===== src/hw/rtl/rte_pkg.sv =====
`timescale 1ns / 1ps
// ----------------------------------------------------------------------------
// rte_pkg: shared types and constants
// Word layouts, operand codes and the command/status bundles that pass
// between the rectangle-to-tile controller and its datapath.
// ----------------------------------------------------------------------------
package rte_pkg;

  localparam int unsigned TILE_SIZE_W      = 15;
  localparam logic [14:0] TILE_SIZE_RESET  = 15'd256;
  localparam int unsigned MAX_SPAN_DEFAULT = 8;

  // operand width: sign-extended corner coordinate, kept even for radix-4 steps
  localparam int unsigned OPND_W  = 34;
  localparam int unsigned FLOOR_W = OPND_W + 1;

  // division operands, in the order they are worked through
  localparam logic [1:0] OP_X0 = 2'd0;
  localparam logic [1:0] OP_Y0 = 2'd1;
  localparam logic [1:0] OP_X1 = 2'd2;
  localparam logic [1:0] OP_Y1 = 2'd3;

  typedef struct packed {
    logic signed [31:0] rect_x;
    logic signed [31:0] rect_y;
    logic        [15:0] rect_width;
    logic        [15:0] rect_height;
  } rect_t;

  typedef struct packed {
    logic signed [31:0] tile_col;
    logic signed [31:0] tile_row;
    logic               last_tile;
    logic               span_overflow;
  } tile_t;

  typedef struct packed {
    logic       load;       // latch the rectangle word
    logic       div_start;  // launch a division on operand op_sel
    logic [1:0] op_sel;
    logic       div_store;  // keep the finished floor quotient
    logic       emit_ovf;   // send the overflow word
    logic       enum_init;  // set up the tile walk
    logic       emit_tile;  // send one tile word and advance
  } ctrl_cmd_t;

  typedef struct packed {
    logic empty;      // incoming rectangle has no area
    logic div_done;
    logic span_ovf;   // corner out of range or span too large
    logic last_tile;  // current tile is the final one
  } ctrl_status_t;

endpackage


===== src/hw/rtl/rte_div.sv =====
`timescale 1ns / 1ps
// ----------------------------------------------------------------------------
// rte_div: serial unsigned divider
// Restoring division, two quotient bits per cycle, by a tile size.
// ----------------------------------------------------------------------------
module rte_div (
  input  logic                                 clk_i,
  input  logic                                 rst_ni,
  input  logic                                 start_i,
  input  logic [rte_pkg::OPND_W-1:0]           dividend_i,
  input  logic [rte_pkg::TILE_SIZE_W-1:0]      divisor_i,
  output logic                                 done_o,
  output logic [rte_pkg::OPND_W-1:0]           quot_o,
  output logic                                 rem_nz_o
);

  localparam int unsigned Steps = rte_pkg::OPND_W / 2;
  localparam int unsigned CntW  = $clog2(Steps);
  localparam int unsigned DW    = rte_pkg::TILE_SIZE_W;

  logic [DW-1:0]                 div_q;
  logic [DW-1:0]                 rem_q, rem_d;
  logic [rte_pkg::OPND_W-1:0]    quo_q, quo_d;
  logic [CntW-1:0]               cnt_q;
  logic                          run_q, done_q;

  logic [DW:0]   sh1, sh2;
  logic [DW-1:0] r1;
  logic          ge1, ge2;

  always_comb begin
    sh1   = {rem_q, quo_q[rte_pkg::OPND_W-1]};
    ge1   = sh1 >= {1'b0, div_q};
    r1    = ge1 ? DW'(sh1 - {1'b0, div_q}) : sh1[DW-1:0];
    sh2   = {r1, quo_q[rte_pkg::OPND_W-2]};
    ge2   = sh2 >= {1'b0, div_q};
    rem_d = ge2 ? DW'(sh2 - {1'b0, div_q}) : sh2[DW-1:0];
    quo_d = {quo_q[rte_pkg::OPND_W-3:0], ge1, ge2};
  end

  always_ff @(posedge clk_i or negedge rst_ni) begin
    if (!rst_ni) begin
      run_q  <= 1'b0;
      done_q <= 1'b0;
      cnt_q  <= '0;
    end else if (start_i) begin
      run_q  <= 1'b1;
      done_q <= 1'b0;
      cnt_q  <= CntW'(Steps - 1);
    end else if (run_q) begin
      cnt_q <= cnt_q - CntW'(1);
      if (cnt_q == '0) begin
        run_q  <= 1'b0;
        done_q <= 1'b1;
      end
    end
  end

  always_ff @(posedge clk_i) begin
    if (start_i) begin
      div_q <= divisor_i;
      rem_q <= '0;
      quo_q <= dividend_i;
    end else if (run_q) begin
      rem_q <= rem_d;
      quo_q <= quo_d;
    end
  end

  assign done_o   = done_q;
  assign quot_o   = quo_q;
  assign rem_nz_o = rem_q != '0;

endmodule


===== src/hw/rtl/rte_datapath.sv =====
`timescale 1ns / 1ps
// ----------------------------------------------------------------------------
// rte_datapath: corner arithmetic and tile walk
// Holds tile size, rectangle word, floor quotients, span offsets and the
// output register.
// ----------------------------------------------------------------------------
module rte_datapath #(
  parameter int unsigned MaxSpan = rte_pkg::MAX_SPAN_DEFAULT
) (
  input  logic                                clk_i,
  input  logic                                rst_ni,
  input  logic                                cfg_we_i,
  input  logic [rte_pkg::TILE_SIZE_W-1:0]     cfg_wdata_i,
  input  rte_pkg::rect_t                      rect_i,
  input  rte_pkg::ctrl_cmd_t                  cmd_i,
  output rte_pkg::ctrl_status_t               status_o,
  output rte_pkg::tile_t                      tile_o,
  output logic                                tile_valid_o
);

  localparam int unsigned SpanW = (MaxSpan > 1) ? $clog2(MaxSpan) : 1;
  localparam int unsigned FW    = rte_pkg::FLOOR_W;
  localparam int unsigned OW    = rte_pkg::OPND_W;
  localparam logic signed [FW-1:0] IdxMax  = FW'(33'sh07FFFFFFF);
  localparam logic signed [FW-1:0] SpanLim = FW'(MaxSpan);

  function automatic logic signed [OW-1:0] corner(rte_pkg::rect_t r, logic [1:0] sel);
    logic signed [OW-1:0] xs, ys;
    xs = OW'(r.rect_x);
    ys = OW'(r.rect_y);
    case (sel)
      rte_pkg::OP_X0: return xs;
      rte_pkg::OP_Y0: return ys;
      rte_pkg::OP_X1: return xs + $signed({2'b0, 16'b0, r.rect_width}) - OW'(1);
      rte_pkg::OP_Y1: return ys + $signed({2'b0, 16'b0, r.rect_height}) - OW'(1);
      default:        return xs;
    endcase
  endfunction

  logic [rte_pkg::TILE_SIZE_W-1:0] tile_size_q;
  rte_pkg::rect_t                  rect_q;
  logic [1:0]                      op_run_q;
  logic signed [31:0]              c0_q, r0_q;
  logic signed [FW-1:0]            c1_q, r1_q;
  logic [SpanW-1:0]                col_span_q, row_span_q, col_off_q, row_off_q;
  rte_pkg::tile_t                  tile_q;
  logic                            valid_q;

  rte_pkg::rect_t                  src_rect;
  logic signed [OW-1:0]            start_opnd, store_opnd;
  logic [OW-1:0]                   mag;
  logic [rte_pkg::TILE_SIZE_W-1:0] divisor;
  logic                            div_done, rem_nz;
  logic [OW-1:0]                   quot;
  logic signed [FW-1:0]            qv, floor_val, cdiff, rdiff;
  logic                            last_here;

  // a zero tile size behaves as one
  assign divisor  = (tile_size_q == '0) ? rte_pkg::TILE_SIZE_W'(1) : tile_size_q;
  assign src_rect = cmd_i.load ? rect_i : rect_q;

  always_comb begin
    start_opnd = corner(src_rect, cmd_i.op_sel);
    mag        = start_opnd[OW-1] ? OW'(-start_opnd) : OW'(start_opnd);
    store_opnd = corner(rect_q, op_run_q);
    qv         = $signed({1'b0, quot});
    floor_val  = store_opnd[OW-1] ? -(qv + FW'(rem_nz)) : qv;
    cdiff      = c1_q - FW'(c0_q);
    rdiff      = r1_q - FW'(r0_q);
    last_here  = (col_off_q == col_span_q) && (row_off_q == row_span_q);
  end

  rte_div u_div (
    .clk_i     (clk_i),
    .rst_ni    (rst_ni),
    .start_i   (cmd_i.div_start),
    .dividend_i(mag),
    .divisor_i (divisor),
    .done_o    (div_done),
    .quot_o    (quot),
    .rem_nz_o  (rem_nz)
  );

  always_comb begin
    status_o.empty     = (rect_i.rect_width == '0) || (rect_i.rect_height == '0);
    status_o.div_done  = div_done;
    status_o.span_ovf  = (c1_q > IdxMax) || (r1_q > IdxMax) ||
                         (cdiff >= SpanLim) || (rdiff >= SpanLim);
    status_o.last_tile = last_here;
  end

  always_ff @(posedge clk_i or negedge rst_ni) begin
    if (!rst_ni) begin
      tile_size_q <= rte_pkg::TILE_SIZE_RESET;
      valid_q     <= 1'b0;
    end else begin
      if (cfg_we_i) begin
        tile_size_q <= cfg_wdata_i;
      end
      valid_q <= cmd_i.emit_ovf || cmd_i.emit_tile;
    end
  end

  always_ff @(posedge clk_i) begin
    if (cmd_i.load) begin
      rect_q <= rect_i;
    end
    if (cmd_i.div_start) begin
      op_run_q <= cmd_i.op_sel;
    end
    if (cmd_i.div_store) begin
      case (op_run_q)
        rte_pkg::OP_X0: c0_q <= floor_val[31:0];
        rte_pkg::OP_Y0: r0_q <= floor_val[31:0];
        rte_pkg::OP_X1: c1_q <= floor_val;
        rte_pkg::OP_Y1: r1_q <= floor_val;
        default:        c0_q <= floor_val[31:0];
      endcase
    end
    if (cmd_i.enum_init) begin
      col_span_q <= cdiff[SpanW-1:0];
      row_span_q <= rdiff[SpanW-1:0];
      col_off_q  <= '0;
      row_off_q  <= '0;
    end else if (cmd_i.emit_tile) begin
      if (col_off_q == col_span_q) begin
        col_off_q <= '0;
        row_off_q <= row_off_q + SpanW'(1);
      end else begin
        col_off_q <= col_off_q + SpanW'(1);
      end
    end
    if (cmd_i.emit_ovf) begin
      tile_q.tile_col      <= '0;
      tile_q.tile_row      <= '0;
      tile_q.last_tile     <= 1'b1;
      tile_q.span_overflow <= 1'b1;
    end else if (cmd_i.emit_tile) begin
      tile_q.tile_col      <= c0_q + 32'(col_off_q);
      tile_q.tile_row      <= r0_q + 32'(row_off_q);
      tile_q.last_tile     <= last_here;
      tile_q.span_overflow <= 1'b0;
    end
  end

  assign tile_o       = tile_q;
  assign tile_valid_o = valid_q;

endmodule


===== src/hw/rtl/rte_ctrl.sv =====
`timescale 1ns / 1ps
// ----------------------------------------------------------------------------
// rte_ctrl: sequencing state machine
// Runs the four corner divisions, the range check and the tile walk.
// ----------------------------------------------------------------------------
module rte_ctrl (
  input  logic                  clk_i,
  input  logic                  rst_ni,
  input  logic                  start,
  output logic                  busy,
  input  rte_pkg::ctrl_status_t status_i,
  output rte_pkg::ctrl_cmd_t    cmd_o
);

  typedef enum logic [3:0] {
    ST_IDLE  = 4'b0001,
    ST_DIV   = 4'b0010,
    ST_CHECK = 4'b0100,
    ST_EMIT  = 4'b1000
  } state_e;

  state_e     state_q, state_d;
  logic [1:0] op_q, op_d;

  always_comb begin
    state_d = state_q;
    op_d    = op_q;
    cmd_o   = '0;
    case (state_q)
      ST_IDLE: begin
        // drop empty rectangles on the spot
        if (start && !status_i.empty) begin
          cmd_o.load      = 1'b1;
          cmd_o.div_start = 1'b1;
          cmd_o.op_sel    = rte_pkg::OP_X0;
          op_d            = rte_pkg::OP_X0;
          state_d         = ST_DIV;
        end
      end
      ST_DIV: begin
        if (status_i.div_done) begin
          cmd_o.div_store = 1'b1;
          if (op_q == rte_pkg::OP_Y1) begin
            state_d = ST_CHECK;
          end else begin
            cmd_o.div_start = 1'b1;
            cmd_o.op_sel    = op_q + 2'd1;
            op_d            = op_q + 2'd1;
          end
        end
      end
      ST_CHECK: begin
        if (status_i.span_ovf) begin
          cmd_o.emit_ovf = 1'b1;
          state_d        = ST_IDLE;
        end else begin
          cmd_o.enum_init = 1'b1;
          state_d         = ST_EMIT;
        end
      end
      ST_EMIT: begin
        cmd_o.emit_tile = 1'b1;
        if (status_i.last_tile) begin
          state_d = ST_IDLE;
        end
      end
      default: begin
        state_d = ST_IDLE;
      end
    endcase
  end

  always_ff @(posedge clk_i or negedge rst_ni) begin
    if (!rst_ni) begin
      state_q <= ST_IDLE;
      op_q    <= rte_pkg::OP_X0;
    end else begin
      state_q <= state_d;
      op_q    <= op_d;
    end
  end

  assign busy = state_q != ST_IDLE;

endmodule


===== src/hw/rtl/rect_to_tile_enumerator.sv =====
`timescale 1ns / 1ps
// ----------------------------------------------------------------------------
// rect_to_tile_enumerator: list the square tiles a rectangle overlaps
// Command in, strobed tile words out; tile size set through one register.
// ----------------------------------------------------------------------------
// Use:
//   Input: present a rectangle word on rect_i with start high; it is taken
//   at the clock edge where start is high and busy is low. A rectangle of
//   zero width or height is taken and dropped, and busy stays low.
//   Output: each tile word shows on tile_o for exactly one cycle with
//   tile_valid_o high, row by row and left to right. last_tile marks the
//   final word of a rectangle. A rectangle spanning more than MaxSpan tiles
//   on either axis, or whose far tile index leaves 32 signed bits, gives one
//   word with span_overflow and last_tile set and zero coordinates.
//   The receiver cannot stall: words are sent whether taken or not.
// Timing:
//   Four floor divisions by the tile size share one serial divider that
//   retires two quotient bits a cycle, one corner after another; the
//   range check follows, then the words, one word a cycle (up to MaxSpan
//   squared). Busy falls as the last word is registered, so a new
//   rectangle may be taken while that word is still on the port.
// Reset:
//   Returns to idle with the tile size at 256 pixels; a tile size of zero
//   written later acts as one. Write cfg_we_i/cfg_wdata_i only while idle.
// ----------------------------------------------------------------------------
module rect_to_tile_enumerator #(
  parameter int unsigned MaxSpan = rte_pkg::MAX_SPAN_DEFAULT
) (
  input  logic                             clk_i,
  input  logic                             rst_ni,
  input  logic                             start,
  output logic                             busy,
  input  rte_pkg::rect_t                   rect_i,
  output rte_pkg::tile_t                   tile_o,
  output logic                             tile_valid_o,
  input  logic                             cfg_we_i,
  input  logic [rte_pkg::TILE_SIZE_W-1:0]  cfg_wdata_i
);

  rte_pkg::ctrl_cmd_t    cmd;
  rte_pkg::ctrl_status_t status;

  // sequencer: hold the walk order, advance on divider completion
  rte_ctrl u_ctrl (
    .clk_i   (clk_i),
    .rst_ni  (rst_ni),
    .start   (start),
    .busy    (busy),
    .status_i(status),
    .cmd_o   (cmd)
  );

  // arithmetic, tile size register and the output word register
  rte_datapath #(
    .MaxSpan(MaxSpan)
  ) u_datapath (
    .clk_i       (clk_i),
    .rst_ni      (rst_ni),
    .cfg_we_i    (cfg_we_i),
    .cfg_wdata_i (cfg_wdata_i),
    .rect_i      (rect_i),
    .cmd_i       (cmd),
    .status_o    (status),
    .tile_o      (tile_o),
    .tile_valid_o(tile_valid_o)
  );

endmodule


===== config.mk =====
export PLATFORM = sky130hd
export DESIGN_NAME = rect_to_tile_enumerator
export DESIGN_NICKNAME = d
export VERILOG_FILES = /design/src/hw/rtl/rte_pkg.sv /design/src/hw/rtl/rte_div.sv /design/src/hw/rtl/rte_datapath.sv /design/src/hw/rtl/rte_ctrl.sv /design/src/hw/rtl/rect_to_tile_enumerator.sv
export SDC_FILE = /design/constraint.sdc
export NUM_CORES = 1
export LEC_CHECK = 0
export BUFFER_PORTS_ARGS = -buffer_cell sky130_fd_sc_hd__buf_2
export CORE_ASPECT_RATIO = 0.75
export CORE_MARGIN = 4
export CORE_UTILIZATION = 63
export CTS_CLUSTER_SIZE = 8
export DETAILED_ROUTE_END_ITERATION = 12
export PLACE_DENSITY_LB_ADDON = 0.25
export SYNTH_ARGS = -nofsm -noshare
export SYNTH_HDL_FRONTEND = slang
export SYNTH_HIERARCHICAL = 1
export SYNTH_SLANG_ARGS = --single-unit

===== constraint.sdc =====
create_clock -name clk_i -period 10.55 [get_ports clk_i]
set_clock_uncertainty 0.05 [all_clocks]
set_input_delay 3.165 -clock clk_i [delete_from_list [all_inputs] [get_ports clk_i]]
set_output_delay 3.165 -clock clk_i [all_outputs]
set_load 0.02 [all_outputs]

Word level (Yosys, flattened, before mapping). Index checks and enable logic that the tools add are counted.

Output and inout port bits: 68. Input port bits: 115. Flip-flop bits (word level): 403. RAM bits: 0. Memory bits (read-only): 0. Memories: 0. Word-level logic and storage cells: 137. Latch bits: 0.

Muxes and demuxes: 38. Multiply operators: 0. Reductions and logical operators: 26. Magnitude comparators: 6. Shift operators: 0. Div/mod/pow operators: 0. Equality and inequality tests: 19. Add/subtract/negate cells: 21. Bitwise gates (word level): 0.

Operators with widths (count): $pmux 34 s4 (2); $sub 34x2->34 const B (4); $add 32x17->33 (4); $mux 34 (3); $mux 96 (1); $ge 35x5->1 const B (2); $gt 35x32->1 const B (2); $sub 35x32->35 (2); $add 32x3->32 (2); $add 34x1->35 (1); $mux 35 (1); $neg 35->35 (1); $neg 34->34 (1); $ge 16x15->1 (2); $logic_not 16->1 (2); $mux 15 (2); $sub 15x15->15 (2); $mux 4 (7); $pmux 4 s4 (1); $logic_not 15->1 (1); $reduce_bool 15->1 (1); $reduce_and 2->1 (6); $mux 1 (11); $eq 2x2->1 const B (5); other kinds (24) (44).

Depth between registers and ports, before layout.
Depth in word-level cells: 13. Mapped depth: 31. Gate-level depth less buffers: 24.

Modules after synthesis. The synthesis kept the hierarchy.

Modules (own cells, without submodules): rte_datapath (seq. area each 8029.0 µm², cells each 3224, area each 26600.5 µm², instances 1); rte_div (seq. area each 1946.9 µm², cells each 431, area each 4583.1 µm², instances 1); rte_ctrl (seq. area each 151.4 µm², cells each 42, area each 400.4 µm², instances 1).

Least setup slack after synthesis. OpenSTA, ideal clock, no wires.

Path type: input port to flip-flop. Start: input rect_i[28] in the netlist's numbering. End: register u_datapath.u_div.quo_q (netlist bit u_datapath/u_div/quot_o[32]), data pin. Arrival: 9.700 ns. Path buffers: 7. Data required time: 10.240 ns. Setup time: 0.260 ns. Stages on the path: 30. Path slack: 0.540 ns. Cells stage by stage: nor4_1 nand4_1 nand2_1 or3b_4 inv_2 buf_2 buf_2 buf_1 buf_2 buf_1 buf_1 clkbuf_1 o21a_1 ha_1 inv_1 ha_1 inv_1 fa_1 nand2b_1 a211oi_1 o211ai_1 nand3_1 xnor2_1 a21oi_1 o21ai_0 or3b_2 nor4_4 a41oi_1 xnor2_1 mux2_2.

RTL lines: from (decl) (line rect_to_tile_enumerator.sv:33) `input rte_pkg::rect_t rect_i,`; to (signal assigned) (line rte_div.sv:63) `quo_q <= dividend_i;`; to (signal assigned) (line rte_div.sv:66) `quo_q <= quo_d;`; to (decl) (line rte_div.sv:23) `logic [rte_pkg::OPND_W-1:0] quo_q, quo_d;`.

==> impl_metrics.json <==
{
  "synth_edf_count": 191,
  "cts_setup_buffers": 0,
  "required_ns": 10.86,
  "drc_errors": 0,
  "path_clk_slew_ns": 0.05,
  "use_met1": 0.457,
  "h-tree-depth": 2,
  "holdWs_ns": 0.400,
  "cts_hold_buf": 0,
  "tritoncts": "built",
  "grt_first_pass_wirelength_um": 135000,
  "core_mm2": 0.0491,
  "synthCells": 3697,
  "die_x_um": 267,
  "die_h_um": 202,
  "fillers": 3976,
  "post_cts_resized": 0,
  "ff2ff_setup_slack_ns": 3.05,
  "numCtsBuffers": 56,
  "diodes": 0,
  "min_to": "u_datapath/tile_o[0]$_SDFFE_PP1P_",
  "start_kind": "input pin",
  "dieArea_mm2": 0.0538,
  "multiInputGateArea_mm2": 0.0190,
  "seq_area_mm2": 0.0101,
  "hold_viol_final": 0,
  "timing_worst_slew_pin_value_ns": 1.09,
  "first_pass_iters": 9,
  "maxSlewViolCount": 0,
  "rsz0062_at_grt": "false",
  "synthArstFlopShare": 0.0720,
  "cp_max_fo": 90,
  "cts_root_buf": "clkbuf_16",
  "crit_arrival_ns": 9.81,
  "syn-cell-area_mm2": 0.0316,
  "setup_slack_ns": 1.05,
  "fin_crit_ns": 9.50,
  "gp_congestion": 0.965,
  "r2r_cells": 22,
  "grt_pass1_vias": 25195,
  "drtAntennaViolNets": 0,
  "clock-sinks": 403,
  "final_net_count": 4283,
  "syn_avg_cell_area_um2": 8.54,
  "busiest_layer": "met1",
  "drive_gt1_frac": 0.103,
  "slew-limit-headroom": 0.268,
  "drtIter0Drc": 2924,
  "syn_to_final_growth_pct": 9.68,
  "crit_type": "input pin to register",
  "place_hpwl_um": 66100,
  "finalSetupViolations": 0,
  "synthFlopType": "edfxtp_1",
  "outcome": "completed",
  "hold_path_class": "register to register",
  "fmaxAchievable_mhz": 105,
  "grt_max_degree": 102,
  "utilization": 0.705,
  "tns_ns": 0,
  "final_common_cell": "inv_1",
  "start_util": 0.643,
  "std_cell_rows": 70,
  "io_pins": 183,
  "syn-num-nets": 4150,
  "ys_seq_area_frac": 0.321,
  "clockBufferDepth": 3,
  "timing.final.crit_share": 0.901,
  "layout_common_cells": "505 x inv_1, 330 x ha_1, 291 x nand2_1",
  "clock_latency_ns": 0.62,
  "r2r-end": "u_datapath/u_div/quot_o[31]$_DFFE_PP_",
  "hold_path_depth": 1,
  "grtUsageMet2": 0.448,
  "overflow": 0,
  "drv_cap": 0,
  "vias": 27599,
  "port_buffers": 182,
  "grt.total_usage": 0.305,
  "wl_um": 84900,
  "post_drt_via_cell_ratio": 6.11,
  "ys_types": 107,
  "r2r-start": "u_ctrl/state_q[0]$_DFFE_PN1P_",
  "antenna_found_initial": 4,
  "ys_warn_count": 6,
  "hp-start": "u_datapath/tile_o[0]$_SDFFE_PP1P_",
  "synth_seq_cells": 403,
  "grtUsageMet3": 0.0639,
  "place_ws_ns": 0.770,
  "end_kind": "register",
  "wl_per_cell_um": 18.8
}
-- final cells by class --
type                            count  share of cell area
Clock buffer                       92              0.0446
Clock inverter                      4             0.00235
Inverter                          507              0.0551
Multi-Input combinational cell   2651               0.549
Sequential cell                   403               0.292
Tap cell                          648              0.0234
Timing Repair Buffer              211              0.0329
-- layer usage --
| layer | routed length, um | vias to the layer above |
|---|---|---|
| met4 | 2140 | 2 |
| met2 | 35100 | 1166 |
| met3 | 8090 | 148 |
| met1 | 39500 | 12838 |
| met5 | 11 | - |
| li1 | - | 13445 |
-- sequential cells by signal (all words and copies together) (netlist names), 2 cells and up --
name	count
u_datapath/u_div/quot_o	34
u_datapath/r1_q	35
u_datapath/tile_o	66
u_datapath/r0_q	32
u_datapath/col_off_q	3
u_ctrl/op_q	2
u_datapath/u_div/div_q	15
u_datapath/c1_q	35
u_datapath/col_span_q	3
u_datapath/u_div/rem_q	15
u_datapath/op_run_q	2
u_datapath/c0_q	32
u_datapath/rect_q	96
u_datapath/row_span_q	3
u_ctrl/state_q	4
u_datapath/u_div/cnt_q	5
u_datapath/tile_size_q	15
u_datapath/row_off_q	3
-- how the worst max path moves through the flow --
stage	startpoint	endpoint	slack (ns)
4_1_cts	rect_i[26]	u_datapath/u_div/quot_o[31]$_DFFE_PP_	1.36
3_3_place_gp	rect_i[26]	u_datapath/u_div/quot_o[31]$_DFFE_PP_	0.93
5_1_grt	rect_i[26]	u_datapath/u_div/quot_o[31]$_DFFE_PP_	0.87
2_1_floorplan	rect_i[28]	u_datapath/u_div/quot_o[32]$_DFFE_PP_	0.54
6_report	rect_i[26]	u_datapath/u_div/quot_o[31]$_DFFE_PP_	1.05
3_5_place_dp	rect_i[26]	u_datapath/u_div/quot_o[31]$_DFFE_PP_	0.77
-- cells by family after synthesis --
logic type	after synthesis	share of synthesized area
adder cells (fa/ha/maj)	338	0.136
AO/OA/AOI/OAI	957	0.204
multiplexers	129	0.0470
buffers and inverters	643	0.0786
XOR/XNOR	205	0.0568
other	1	0.000119
AND/OR/NAND/NOR	1021	0.157
flip-flops	403	0.321
-- cells in the mapped netlist, types with 15 or more instances --
master    instances  area (um^2)
inv_1           505         1900
nor3_1           75          375
or3_1            17          106
a211oi_1        107          803
nor2b_1          42          263
nand4_1          47          294
a21o_1          102          766
nor4_1           35          219
ha_1            330         4130
and2_1           19          119
o21bai_1         15          113
dfxtp_1         183         3660
nor2_1          281         1050
o21a_1           77          578
dfrtp_1          27          676
o22ai_1          15         93.8
xnor2_1         146         1280
o21ai_0         167          836
a21oi_1         220         1100
nand2_1         292         1100
o211ai_1         25          188
a31oi_1          34          213
xor2_1           59          517
mux2_2           56          631
nand2b_1         31          194
edfxtp_1        191         5740
mux2i_1          64          641
and3_1           39          244
clkbuf_1        102          383
nand3_1          67          335
o31ai_1          20          150
-- metrics by stage --
step                std cells  cell area, um^2
floorplan                3697            31600
global placement         4420            33000
detailed placement       4420            33000
CTS                      4516            34600
global route             4516            34600
finish                   4516            34600
-- critical path: stages --
cell	delay, ns
buf_2	0.11
nor4_1	0.66
nand4_1	0.15
nand2_1	0.20
or3b_4	0.20
inv_6	0.20
mux2i_1	0.50
ha_1	0.33
inv_1	0.06
ha_1	0.17
inv_1	0.06
fa_1	0.41
nand2b_1	0.20
a211oi_1	0.37
buf_4	0.23
o211ai_1	0.19
nand3_1	0.18
xnor2_1	0.16
a21oi_1	0.09
o21ai_0	0.51
or3b_2	0.58
nor4_2	0.43
a31oi_1	0.17
xnor2_1	0.16
mux2_2	0.27
Power is left out: the tool's default activity adds up to more than one toggle a clock period on the data nets, which glitch-free logic cannot reach.
